--- src/design/per_cpu_page_free_list_allocator_assert.svh ---
// Assertion helpers for the page allocator.
`ifndef PER_CPU_PAGE_FREE_LIST_ALLOCATOR_ASSERT_SVH
`define PER_CPU_PAGE_FREE_LIST_ALLOCATOR_ASSERT_SVH

`ifndef SYNTHESIS

`define PCPFL_ASSERT(lbl, clk, rst_n, prop) \
    lbl: assert property (@(posedge clk) disable iff (!(rst_n)) (prop)) \
        else $error("allocator check failed");

`define PCPFL_NEVER(lbl, clk, rst_n, cond) \
    lbl: assert property (@(posedge clk) disable iff (!(rst_n)) !(cond)) \
        else $error("allocator forbidden condition");

`else

`define PCPFL_ASSERT(lbl, clk, rst_n, prop)

`define PCPFL_NEVER(lbl, clk, rst_n, cond)

`endif

`endif

--- src/design/pcpfl_pkg.sv ---
package pcpfl_pkg;

    localparam logic FUNC_ALLOC = 1'b0;
    localparam logic FUNC_FREE  = 1'b1;

    localparam logic CFG_FREE_BASE = 1'b0;
    localparam logic CFG_FREE_TOP  = 1'b1;

    localparam logic [31:0] FREE_BASE_RST = 32'h8000_0000;
    localparam logic [31:0] FREE_TOP_RST  = 32'h8800_0000;

    typedef struct packed {
        logic        func;
        logic [2:0]  cpu;
        logic [31:0] addr;
    } t_req;

    typedef struct packed {
        logic        ok;
        logic [31:0] page_addr;
        logic        bad_free;
    } t_res;

    // shared add/subtract unit request
    typedef struct packed {
        logic [32:0] a;
        logic [32:0] b;
        logic        sub;
    } t_alu_req;

    typedef enum logic [2:0] {
        ST_IDLE,
        ST_BASE,
        ST_LO,
        ST_HI,
        ST_OFFS,
        ST_PUSH,
        ST_READ,
        ST_POP
    } t_state;

endpackage

--- src/design/pcpfl_alu.sv ---
module pcpfl_alu (
    input  pcpfl_pkg::t_alu_req i_req,
    output logic [33:0]         o_sum
);
    import pcpfl_pkg::*;

    logic [33:0] a_ext;
    logic [33:0] b_ext;

    assign a_ext = {1'b0, i_req.a};
    assign b_ext = i_req.sub ? ~{1'b0, i_req.b} : {1'b0, i_req.b};

    // on subtract, bit 33 is set when a < b
    assign o_sum = a_ext + b_ext + {33'd0, i_req.sub};

endmodule

--- config.mk ---
export PLATFORM = sky130hd
export DESIGN_NAME = pcpfl_alu
export DESIGN_NICKNAME = d
export VERILOG_FILES = /design/src/design/per_cpu_page_free_list_allocator_assert.svh /design/src/design/pcpfl_pkg.sv /design/src/design/pcpfl_alu.sv
export SDC_FILE = /design/constraint.sdc
export NUM_CORES = 1
export LEC_CHECK = 0
export ABC_AREA = 1
export ABC_CLOCK_PERIOD_IN_PS = 3400
export BUFFER_PORTS_ARGS = -buffer_cell sky130_fd_sc_hd__buf_2
export CORE_MARGIN = 3
export CORE_UTILIZATION = 45
export DETAILED_ROUTE_END_ITERATION = 10
export GPL_ROUTABILITY_DRIVEN = 0
export PLACE_DENSITY = 0.81
export SYNTH_ARGS = -nofsm -noshare
export SYNTH_HDL_FRONTEND = slang
export SYNTH_SLANG_ARGS = --single-unit
--- constraint.sdc ---
create_clock -name vclk -period 3.4
set_input_delay 0 -clock vclk [all_inputs]
set_output_delay 0 -clock vclk [all_outputs]
set_load 0.01 [all_outputs]
==> run_summary.xml, run 1 <==
<?xml version="1.0" encoding="UTF-8"?>
<metrics>
  <group name="power">
    <metric name="power.share.switching" unit="">0.6217</metric>
    <metric name="net-switching-power" unit="mW">0.5569</metric>
    <metric name="total_leakage_power" unit="nW">2.060</metric>
    <metric name="seq_power_share" unit="">0</metric>
    <metric name="power.internal" unit="mW">0.3388</metric>
    <metric name="combPwrFrac" unit="">1.000</metric>
    <metric name="power.clock.fraction" unit="">0</metric>
    <metric name="powerDensity" unit="nW/µm²">273.1</metric>
    <metric name="ir_drop" unit="V">0.0001359</metric>
  </group>
  <group name="detailed_routing">
    <metric name="via_count" unit="">3462</metric>
    <metric name="detailedRoute.firstPassIterationCount" unit="">5</metric>
    <metric name="wl_per_cell" unit="µm">11.91</metric>
    <metric name="viasPerCell" unit="">5.061</metric>
    <metric name="detail_route.iter0.violations" unit="">251</metric>
    <metric name="antenna_left" unit="">0</metric>
    <metric name="drc" unit="">0</metric>
    <metric name="postRouteWirelength" unit="mm">8.149</metric>
  </group>
  <group name="sta">
    <metric name="layout_worst_path_cycle_share" unit="">0.7136</metric>
    <metric name="achievable_frequency" unit="MHz">412.2</metric>
    <metric name="worst-slew-pin-transition" unit="ns">0.3791</metric>
    <metric name="relSlewSlack" unit="">0.7446</metric>
    <metric name="finalWorstPathRequiredPeriod" unit="ns">2.426</metric>
    <metric name="setup_viol_count_final" unit="">0</metric>
    <metric name="rsz0062_at_grt" unit="">false</metric>
    <metric name="setup-tns-final" unit="ns">0</metric>
    <metric name="slew_viol_final" unit="">0</metric>
    <metric name="final_hold_viol_count" unit="">0</metric>
  </group>
  <group name="global_route">
    <metric name="vias_in_the_first_global_route" unit="">3181</metric>
    <metric name="grt_util_all_layers" unit="">0.2253</metric>
    <metric name="grt_first_pass_wirelength" unit="mm">13.75</metric>
    <metric name="global_route.overflow_total" unit="">0</metric>
    <metric name="grt_max_degree" unit="">22</metric>
    <metric name="grt_antenna_before_repair" unit="">0</metric>
  </group>
  <group name="clocking">
    <metric name="cts_setup_buffers" unit="">0</metric>
    <metric name="holdBufCountCts" unit="">0</metric>
    <metric name="post_cts_resize_count" unit="">0</metric>
  </group>
  <group name="synth">
    <metric name="synthCells" unit="">514</metric>
    <metric name="synth.mux.area_fraction" unit="">0</metric>
    <metric name="synthesis.area" unit="µm²">2703</metric>
    <metric name="synth_top_family_by_area" unit="">simple AND/OR/NAND/NOR gates</metric>
    <metric name="post_synth_num_cell_types" unit="">24</metric>
    <metric name="avgSynthCellArea" unit="µm²">5.258</metric>
    <metric name="post-synth-top-area-cell" unit="">sky130_fd_sc_hd__nand2_1</metric>
    <metric name="netlist.area_leader.share" unit="">0.2431</metric>
    <metric name="synth.yosys.seq_area_share" unit="">0</metric>
    <metric name="yosys-top-cells-area" unit="">sky130_fd_sc_hd__nand2_1 (24%), sky130_fd_sc_hd__xor2_1 (15%), sky130_fd_sc_hd__ha_1 (15%), sky130_fd_sc_hd__inv_1 (12%), sky130_fd_sc_hd__nor2_1 (6.4%)</metric>
    <metric name="ys.warnings.count" unit="">0</metric>
    <metric name="yosys.area_share.simple" unit="">0.4370</metric>
    <metric name="synthAdderAreaFrac" unit="">0.1556</metric>
    <metric name="synth_nets" unit="">614</metric>
    <metric name="compound_gate_fraction_of_synth_area" unit="">0.1171</metric>
    <metric name="synth_xor_area_frac" unit="">0.1556</metric>
  </group>
  <group name="placement">
    <metric name="detailedPlacementHpwl" unit="mm">7.290</metric>
    <metric name="io_buffers" unit="">101</metric>
    <metric name="cell_count_after_placement" unit="">684</metric>
    <metric name="postPlaceCellArea" unit="µm²">3279</metric>
  </group>
  <group name="flow_run">
    <metric name="count_of_maximum_capacitance_violations" unit="">0</metric>
  </group>
  <group name="floorplanning">
    <metric name="pin_count" unit="">101</metric>
    <metric name="die_area" unit="µm²">6971</metric>
    <metric name="fp-row-count" unit="">27</metric>
    <metric name="starting_density" unit="">0.4790</metric>
    <metric name="chipHeight" unit="µm">83.50</metric>
    <metric name="die_x" unit="µm">83.50</metric>
    <metric name="fp.coreArea" unit="µm²">5642</metric>
  </group>
  <group name="min_path">
    <metric name="hp-class" unit="">input pin to primary output</metric>
  </group>
  <group name="finish">
    <metric name="final_design_area_no_fill" unit="µm²">3279</metric>
    <metric name="final_net_count" unit="">714</metric>
    <metric name="syn_to_final_growth" unit="%">21.34</metric>
    <metric name="post_route_cells_drive_above_1_share" unit="">0.2141</metric>
    <metric name="layout_common_cells" unit="">sky130_fd_sc_hd__nand2_1 (175), sky130_fd_sc_hd__buf_2 (101), sky130_fd_sc_hd__inv_1 (89)</metric>
    <metric name="mostFrequentLayoutCell" unit="">sky130_fd_sc_hd__nand2_1</metric>
    <metric name="number_of_sequential_cells_in_the_layout" unit="">0</metric>
    <metric name="stdcell_count" unit="">684</metric>
    <metric name="area.sequential" unit="µm²">0</metric>
    <metric name="antenna_cells" unit="">0</metric>
    <metric name="multi_input_area" unit="µm²">2338</metric>
    <metric name="nClkBuffers" unit="">0</metric>
    <metric name="filler_cell_count" unit="">601</metric>
  </group>
  <group name="setup_path">
    <metric name="worst_ep_required_time" unit="ns">3.40</metric>
    <metric name="kind_of_end_point_of_the_critical_path" unit="">primary output</metric>
    <metric name="timing.setup.critical_path_class" unit="">input pin to primary output</metric>
    <metric name="critPathMaxFanout" unit="">21</metric>
    <metric name="worst-endpoint-arrival" unit="ns">2.43</metric>
    <metric name="worstSetupStartpointType" unit="">input pin</metric>
  </group>
  <group name="status">
    <metric name="outcome" unit="">complete, no violations</metric>
  </group>
</metrics>
[power groups by stage]
stage	clock network [mW]	registers, mW	logic, mW
finish	0	0	0.896
detailed placement	0	0	0.886
global route	0	0	1.01
global placement	0	0	0.870
CTS	0	0	0.890
floorplan	0	0	0.604
[final cells by class]
class / count / area share
multi-input combinational: 420 / 0.7131
tap: 72 / 0.02747
timing repair buffer: 102 / 0.1564
inverter: 90 / 0.1030
[final timing paths]
path	end	depth (start not counted)	from	slack [ns]
hold / removal	o_sum[0]	4	i_req[34]	0.31
setup / recovery	o_sum[29]	17	i_req[0]	0.97
[worst max-delay path: stages]
cell and delay [ns]:
sky130_fd_sc_hd__buf_2 0.33, sky130_fd_sc_hd__buf_4 0.41, sky130_fd_sc_hd__xor2_1 0.20, sky130_fd_sc_hd__ha_1 0.32, sky130_fd_sc_hd__nand2_1 0.15, sky130_fd_sc_hd__inv_1 0.07, sky130_fd_sc_hd__nand2_1 0.16, sky130_fd_sc_hd__inv_1 0.07
sky130_fd_sc_hd__nand2_1 0.06, sky130_fd_sc_hd__nand2_1 0.06, sky130_fd_sc_hd__inv_1 0.09, sky130_fd_sc_hd__nor2_1 0.06, sky130_fd_sc_hd__nor2_1 0.12, sky130_fd_sc_hd__nand2_1 0.08, sky130_fd_sc_hd__nand2_1 0.06, sky130_fd_sc_hd__nand2_1 0.05
sky130_fd_sc_hd__buf_2 0.13
[metal layers]
layer,vias to the layer above,global-route usage,routed length (µm)
met5,-,0,0
met4,0,0.02193,89
met3,10,0.01579,619
met2,144,0.4074,3793
met1,1513,0.3022,3646
li1,1795,-,-
[synthesized netlist by cell type, types with 2 or more instances]
cell                       number
sky130_fd_sc_hd__a21oi_1       32
sky130_fd_sc_hd__a21oi_2        2
sky130_fd_sc_hd__buf_2          3
sky130_fd_sc_hd__ha_1          32
sky130_fd_sc_hd__inv_1         89
sky130_fd_sc_hd__nand2_1      175
sky130_fd_sc_hd__nand2_2       18
sky130_fd_sc_hd__nand3_1       19
sky130_fd_sc_hd__nand3_2        2
sky130_fd_sc_hd__nand4_1        5
sky130_fd_sc_hd__nor2_1        46
sky130_fd_sc_hd__nor2_2         3
sky130_fd_sc_hd__nor3_1         9
sky130_fd_sc_hd__nor3_2         2
sky130_fd_sc_hd__o21ai_0       19
sky130_fd_sc_hd__o21bai_1       4
sky130_fd_sc_hd__xor2_1        47
[kinds of logic (layout without fill, tap and decap cells)]
family	count (synthesis)	count (layout)
xor+xnor	48	48
compound gates	59	59
fa+ha+maj	33	33
simple gates	280	280
buf+inv	94	192
[stage by stage]
stage / utilization / total power [mW] / hold slack (ns) / setup WS, ns
after CTS: 0.5813 / 0.8903 / 0.3075 / 1.020
final: 0.5813 / 0.8957 / 0.3071 / 0.9739
after global placement: 0.5813 / 0.8704 / 0.2949 / 1.089
after global routing: 0.5813 / 1.006 / 0.3414 / 0.7321
after detailed placement: 0.5813 / 0.8864 / 0.3036 / 1.026
after floorplan: - / 0.6043 / 0.1217 / 1.735
Note: power is estimated with default switching activity, not from simulation.
==> inputs of run 2 (changes only) <==
--- a/config.mk
+++ b/config.mk
@@ -5,14 +5,14 @@
 export SDC_FILE = /design/constraint.sdc
 export NUM_CORES = 1
 export LEC_CHECK = 0
-export ABC_AREA = 1
-export ABC_CLOCK_PERIOD_IN_PS = 3400
+export ABC_AREA = 0
+export ABC_CLOCK_PERIOD_IN_PS = 2110
 export BUFFER_PORTS_ARGS = -buffer_cell sky130_fd_sc_hd__buf_2
 export CORE_MARGIN = 3
-export CORE_UTILIZATION = 45
+export CORE_UTILIZATION = 44
 export DETAILED_ROUTE_END_ITERATION = 10
 export GPL_ROUTABILITY_DRIVEN = 0
-export PLACE_DENSITY = 0.81
+export PLACE_DENSITY = 0.87
 export SYNTH_ARGS = -nofsm -noshare
 export SYNTH_HDL_FRONTEND = slang
 export SYNTH_SLANG_ARGS = --single-unit
==> constraint.sdc (replaced) <==
create_clock -name vclk -period 2.11
set_input_delay 0 -clock vclk [all_inputs]
set_output_delay 0 -clock vclk [all_outputs]
set_load 0.01 [all_outputs]
==> run 2 against run 1 <==
  * Synthesized cell count is 44% lower
  * Synthesized area is 25% lower
  * The run now fails in 5_1_grt
==> run_summary.xml, run 2 <==
<?xml version="1.0" encoding="UTF-8"?>
<metrics>
  <group name="clocking">
    <metric name="holdBufCountCts" unit="">0</metric>
  </group>
  <group name="sta">
    <metric name="worstEndpointGrtRepair" unit="">o_sum[29]</metric>
    <metric name="endpoint_type" unit="">top-level output</metric>
  </group>
  <group name="floorplanning">
    <metric name="pin_count" unit="">101</metric>
    <metric name="die_x" unit="µm">73.92</metric>
    <metric name="chipHeight" unit="µm">73.92</metric>
    <metric name="fp-row-count" unit="">24</metric>
    <metric name="starting_density" unit="">0.4598</metric>
  </group>
  <group name="global_route">
    <metric name="grt_util_all_layers" unit="">0.7282</metric>
    <metric name="global_route.overflow_total" unit="">74</metric>
    <metric name="grt_max_degree" unit="">10</metric>
  </group>
  <group name="synth">
    <metric name="synth_top_cells_by_count" unit="">sky130_fd_sc_hd__xor2_1 (46), sky130_fd_sc_hd__a21oi_1 (36), sky130_fd_sc_hd__ha_1 (32)</metric>
    <metric name="post-synth-top-area-cell" unit="">sky130_fd_sc_hd__xor2_1</metric>
    <metric name="synth_nets" unit="">388</metric>
    <metric name="post_synth_num_cell_types" unit="">42</metric>
    <metric name="avgSynthCellArea" unit="µm²">7.047</metric>
    <metric name="synthCells" unit="">288</metric>
    <metric name="ys.warnings.count" unit="">0</metric>
    <metric name="synthesis.area" unit="µm²">2029</metric>
    <metric name="netlist.area_leader.share" unit="">0.1985</metric>
    <metric name="yosys.cell_count.top_type" unit="">sky130_fd_sc_hd__xor2_1</metric>
    <metric name="yosys-top-cells-area" unit="">sky130_fd_sc_hd__xor2_1 (20%), sky130_fd_sc_hd__ha_1 (20%), sky130_fd_sc_hd__a21oi_1 (8.9%), sky130_fd_sc_hd__xnor2_1 (8.6%), sky130_fd_sc_hd__nand2_1 (4.6%)</metric>
    <metric name="synth.yosys.seq_area_share" unit="">0</metric>
  </group>
  <group name="placement">
    <metric name="detailedPlacementHpwl" unit="mm">6.380</metric>
    <metric name="io_buffers" unit="">101</metric>
  </group>
  <group name="status">
    <metric name="outcome" unit="">did not finish</metric>
    <metric name="flow.stopped_at" unit="">5_1_grt</metric>
    <metric name="run.stop_error" unit="">[ERROR GRT-0232] Routing congestion too high. Check the congestion heatmap in the GUI.</metric>
  </group>
</metrics>
run 2: metrics by stage:
stage / instance area, µm² / setup TNS (ns) / cells / worst slack [ns]
floorplan: 2103 / -0.2692 / 288 / -0.08512
global placement: 3241 / -4.426 / 517 / -0.3639
detailed placement: 3241 / -5.930 / 517 / -0.5260
CTS: 3606 / -2.653 / 535 / -0.3077
run 2: logic make-up after synthesis:
kind of cell / Yosys count / synth area share
buffers and inverters: 19 / 0.03761
AND/OR/NAND/NOR: 73 / 0.1646
AO/OA/AOI/OAI: 95 / 0.2953
XOR/XNOR: 66 / 0.2848
adder cells (fa/ha/maj): 33 / 0.2072
multiplexers: 2 / 0.01048
run 2: repair_timing:
action,in CTS
cloned,0
endpoints found under the hold margin,0
resized for setup,54
setup buffers,19
endpoints found under the setup margin,22
pin swaps,44
run 2: per-layer routing:
layer,overflow,track usage
met3,1,0.5663
met1,0,0.6513
met2,40,0.9370
met4,33,0.8692
met5,0,0.09259
==> inputs of run 3 (changes only) <==
--- a/config.mk
+++ b/config.mk
@@ -6,13 +6,13 @@
 export NUM_CORES = 1
 export LEC_CHECK = 0
 export ABC_AREA = 0
-export ABC_CLOCK_PERIOD_IN_PS = 2110
+export ABC_CLOCK_PERIOD_IN_PS = 2700
 export BUFFER_PORTS_ARGS = -buffer_cell sky130_fd_sc_hd__buf_2
 export CORE_MARGIN = 3
-export CORE_UTILIZATION = 44
+export CORE_UTILIZATION = 30
 export DETAILED_ROUTE_END_ITERATION = 10
 export GPL_ROUTABILITY_DRIVEN = 0
-export PLACE_DENSITY = 0.87
+export PLACE_DENSITY_LB_ADDON = 0.15
 export SYNTH_ARGS = -nofsm -noshare
 export SYNTH_HDL_FRONTEND = slang
 export SYNTH_SLANG_ARGS = --single-unit
==> constraint.sdc (replaced) <==
create_clock -name vclk -period 2.7
set_input_delay 0 -clock vclk [all_inputs]
set_output_delay 0 -clock vclk [all_outputs]
set_load 0.01 [all_outputs]
==> run 3 against run 2 <==
  * The flow now finishes without violations
  * Synthesized cell count stayed put
  * Synthesized area stayed put
==> run_summary.xml, run 3 <==
<?xml version="1.0" encoding="UTF-8"?>
<metrics>
  <group name="status">
    <metric name="outcome" unit="">complete, no violations</metric>
  </group>
  <group name="finish">
    <metric name="number_of_sequential_cells_in_the_layout" unit="">0</metric>
    <metric name="layout.core_utilization" unit="">0.4266</metric>
    <metric name="antenna_cells" unit="">0</metric>
    <metric name="mostFrequentLayoutCell" unit="">sky130_fd_sc_hd__buf_2</metric>
    <metric name="layout_common_cells" unit="">sky130_fd_sc_hd__buf_2 (101), sky130_fd_sc_hd__xor2_1 (46), sky130_fd_sc_hd__a21oi_1 (35)</metric>
    <metric name="post_route_cells_drive_above_1_share" unit="">0.3216</metric>
    <metric name="filler_cell_count" unit="">722</metric>
    <metric name="area.sequential" unit="µm²">0</metric>
    <metric name="final_design_area_no_fill" unit="µm²">2755</metric>
    <metric name="nClkBuffers" unit="">0</metric>
    <metric name="stdcell_count" unit="">475</metric>
    <metric name="final_net_count" unit="">500</metric>
    <metric name="syn_to_final_growth" unit="%">35.76</metric>
  </group>
  <group name="floorplanning">
    <metric name="fp.coreArea" unit="µm²">6459</metric>
    <metric name="chipHeight" unit="µm">88.25</metric>
    <metric name="pin_count" unit="">101</metric>
    <metric name="fp-row-count" unit="">29</metric>
    <metric name="die_x" unit="µm">88.25</metric>
    <metric name="starting_density" unit="">0.3142</metric>
    <metric name="die_area" unit="µm²">7788</metric>
  </group>
  <group name="detailed_routing">
    <metric name="wl_per_cell" unit="µm">12.40</metric>
    <metric name="antenna_left" unit="">0</metric>
    <metric name="viasPerCell" unit="">5.023</metric>
    <metric name="detail_route.iter0.violations" unit="">49</metric>
    <metric name="drc" unit="">0</metric>
    <metric name="postRouteWirelength" unit="mm">5.892</metric>
    <metric name="via_count" unit="">2386</metric>
    <metric name="detailedRoute.firstPassIterationCount" unit="">7</metric>
  </group>
  <group name="global_route">
    <metric name="grt_first_pass_wirelength" unit="mm">9.639</metric>
    <metric name="global_route.overflow_total" unit="">0</metric>
    <metric name="grt_max_degree" unit="">18</metric>
    <metric name="grt_antenna_before_repair" unit="">0</metric>
    <metric name="vias_in_the_first_global_route" unit="">2315</metric>
    <metric name="grt_util_all_layers" unit="">0.1434</metric>
  </group>
  <group name="setup_path">
    <metric name="cell_class_contributing_the_biggest_share_of_worst_path_delay" unit="">compound AO/OA/AOI/OAI gates</metric>
    <metric name="kind_of_end_point_of_the_critical_path" unit="">primary output</metric>
    <metric name="worstSetupStartpointType" unit="">input pin</metric>
    <metric name="worst-endpoint-arrival" unit="ns">2.54</metric>
    <metric name="buffers_and_inverters_on_the_worst_path" unit="">3</metric>
    <metric name="crit_start" unit="">i_req[0]</metric>
    <metric name="critical_path.cell_chain" unit="">buf_2 -&gt; buf_12 -&gt; xor2_1 -&gt; ha_1 -&gt; nand2_1 -&gt; o211ai_1 -&gt; a22oi_1 -&gt; o221a_2 -&gt; o311a_1 -&gt; o21ai_2 -&gt; mux2i_1 -&gt; buf_2</metric>
    <metric name="timing.setup.critical_path_class" unit="">input pin to primary output</metric>
    <metric name="worst_ep_required_time" unit="ns">2.70</metric>
    <metric name="critical_path.most_common_cell" unit="">sky130_fd_sc_hd__buf_2</metric>
    <metric name="critPathMaxFanout" unit="">17</metric>
    <metric name="crit_path_max_incr_delay" unit="ns">0.39</metric>
    <metric name="critical-path-slowest-cell" unit="">sky130_fd_sc_hd__o311a_1</metric>
  </group>
  <group name="placement">
    <metric name="pre_cts_setup_slack" unit="ns">0.06277</metric>
    <metric name="io_buffers" unit="">101</metric>
    <metric name="postPlaceCellArea" unit="µm²">2729</metric>
    <metric name="detailedPlacementHpwl" unit="mm">5.234</metric>
    <metric name="cell_count_after_placement" unit="">473</metric>
  </group>
  <group name="synth">
    <metric name="synth.yosys.seq_area_share" unit="">0</metric>
    <metric name="synth.mux.area_fraction" unit="">0.01048</metric>
    <metric name="yosys-top-cells-area" unit="">sky130_fd_sc_hd__xor2_1 (20%), sky130_fd_sc_hd__ha_1 (20%), sky130_fd_sc_hd__a21oi_1 (8.9%), sky130_fd_sc_hd__xnor2_1 (8.6%), sky130_fd_sc_hd__nand2_1 (4.6%)</metric>
    <metric name="synth_xor_area_frac" unit="">0.2848</metric>
    <metric name="yosys.area_share.simple" unit="">0.1646</metric>
    <metric name="avgSynthCellArea" unit="µm²">7.047</metric>
    <metric name="netlist.area_leader.share" unit="">0.1985</metric>
    <metric name="synthAdderAreaFrac" unit="">0.2072</metric>
    <metric name="synthesis.area" unit="µm²">2029</metric>
    <metric name="yosys.cell_count.top_type" unit="">sky130_fd_sc_hd__xor2_1</metric>
    <metric name="synth_top_cells_by_count" unit="">sky130_fd_sc_hd__xor2_1 (46), sky130_fd_sc_hd__a21oi_1 (36), sky130_fd_sc_hd__ha_1 (32)</metric>
    <metric name="post-synth-top-area-cell" unit="">sky130_fd_sc_hd__xor2_1</metric>
    <metric name="synth_nets" unit="">388</metric>
    <metric name="compound_gate_fraction_of_synth_area" unit="">0.2953</metric>
    <metric name="post_synth_num_cell_types" unit="">42</metric>
    <metric name="synthCells" unit="">288</metric>
    <metric name="ys.warnings.count" unit="">0</metric>
    <metric name="synth_top_family_by_area" unit="">compound AO/OA/AOI/OAI gates</metric>
  </group>
  <group name="sta">
    <metric name="hold-worst-slack" unit="ns">0.2775</metric>
    <metric name="achievable_frequency" unit="MHz">394.1</metric>
    <metric name="final_hold_viol_count" unit="">0</metric>
    <metric name="setup-tns-final" unit="ns">0</metric>
    <metric name="worst-slew-pin-transition" unit="ns">0.4136</metric>
    <metric name="layout_worst_path_cycle_share" unit="">0.9397</metric>
    <metric name="setup_slack" unit="ns">0.1627</metric>
    <metric name="slew_viol_final" unit="">0</metric>
    <metric name="rsz0062_at_grt" unit="">true</metric>
    <metric name="finalWorstPathRequiredPeriod" unit="ns">2.537</metric>
    <metric name="setup_viol_count_final" unit="">0</metric>
    <metric name="relSlewSlack" unit="">0.7206</metric>
  </group>
  <group name="power">
    <metric name="powerDensity" unit="nW/µm²">395.9</metric>
    <metric name="ir_drop" unit="V">0.0001558</metric>
    <metric name="total_leakage_power" unit="nW">1.371</metric>
    <metric name="totalPowerFinal" unit="mW">1.091</metric>
  </group>
  <group name="flow_run">
    <metric name="count_of_maximum_capacitance_violations" unit="">0</metric>
  </group>
  <group name="min_path">
    <metric name="hold_path.startpoint" unit="">i_req[34]</metric>
    <metric name="hp-class" unit="">input pin to primary output</metric>
  </group>
</metrics>
## run 3: cell counts after synthesis
No cell type changed its count.
## run 3: final cells by class
cell class	instances	area [µm²]	area share
Inverter	9	33.78	0.01226
Timing Repair Buffer	120	660.6	0.2398
Tap cell	77	96.34	0.03497
Multi-Input combinational cell	269	1964	0.7130
## run 3: routing by layer
metal  part of all wire  global-route usage  wire length [µm]
met2               0.48              0.2597              2813
met3              0.069             0.01304               409
met4             0.0076             0.01648                45
met5                  0                   0                 0
met1               0.45              0.1897              2624
## run 3: report_power, final
part	switching [mW]	internal [mW]	leakage [nW]	total, mW
logic	0.594	0.497	1.37	1.09
clock network	0	0	0	0
registers	0	0	0	0
## run 3: repair_timing
action,4_1_cts,5_1_grt
endpoints found under the hold margin,0,0
hold buffers,0,0
resized for setup,0,4
setup endpoints to repair,0,6
setup buffers,0,2
## run 3: cell families after synthesis
kind of cell	Yosys count
xor+xnor	66
fa+ha+maj	33
simple gates	73
buf+inv	19
compound gates	95
mux	2
## run 3: final timing paths
| kind | to | slack (ns) | cells after the start |
|---|---|---|---|
| worst max-delay path | o_sum[32] | 0.16 | 12 |
| worst min-delay path | o_sum[0] | 0.28 | 3 |
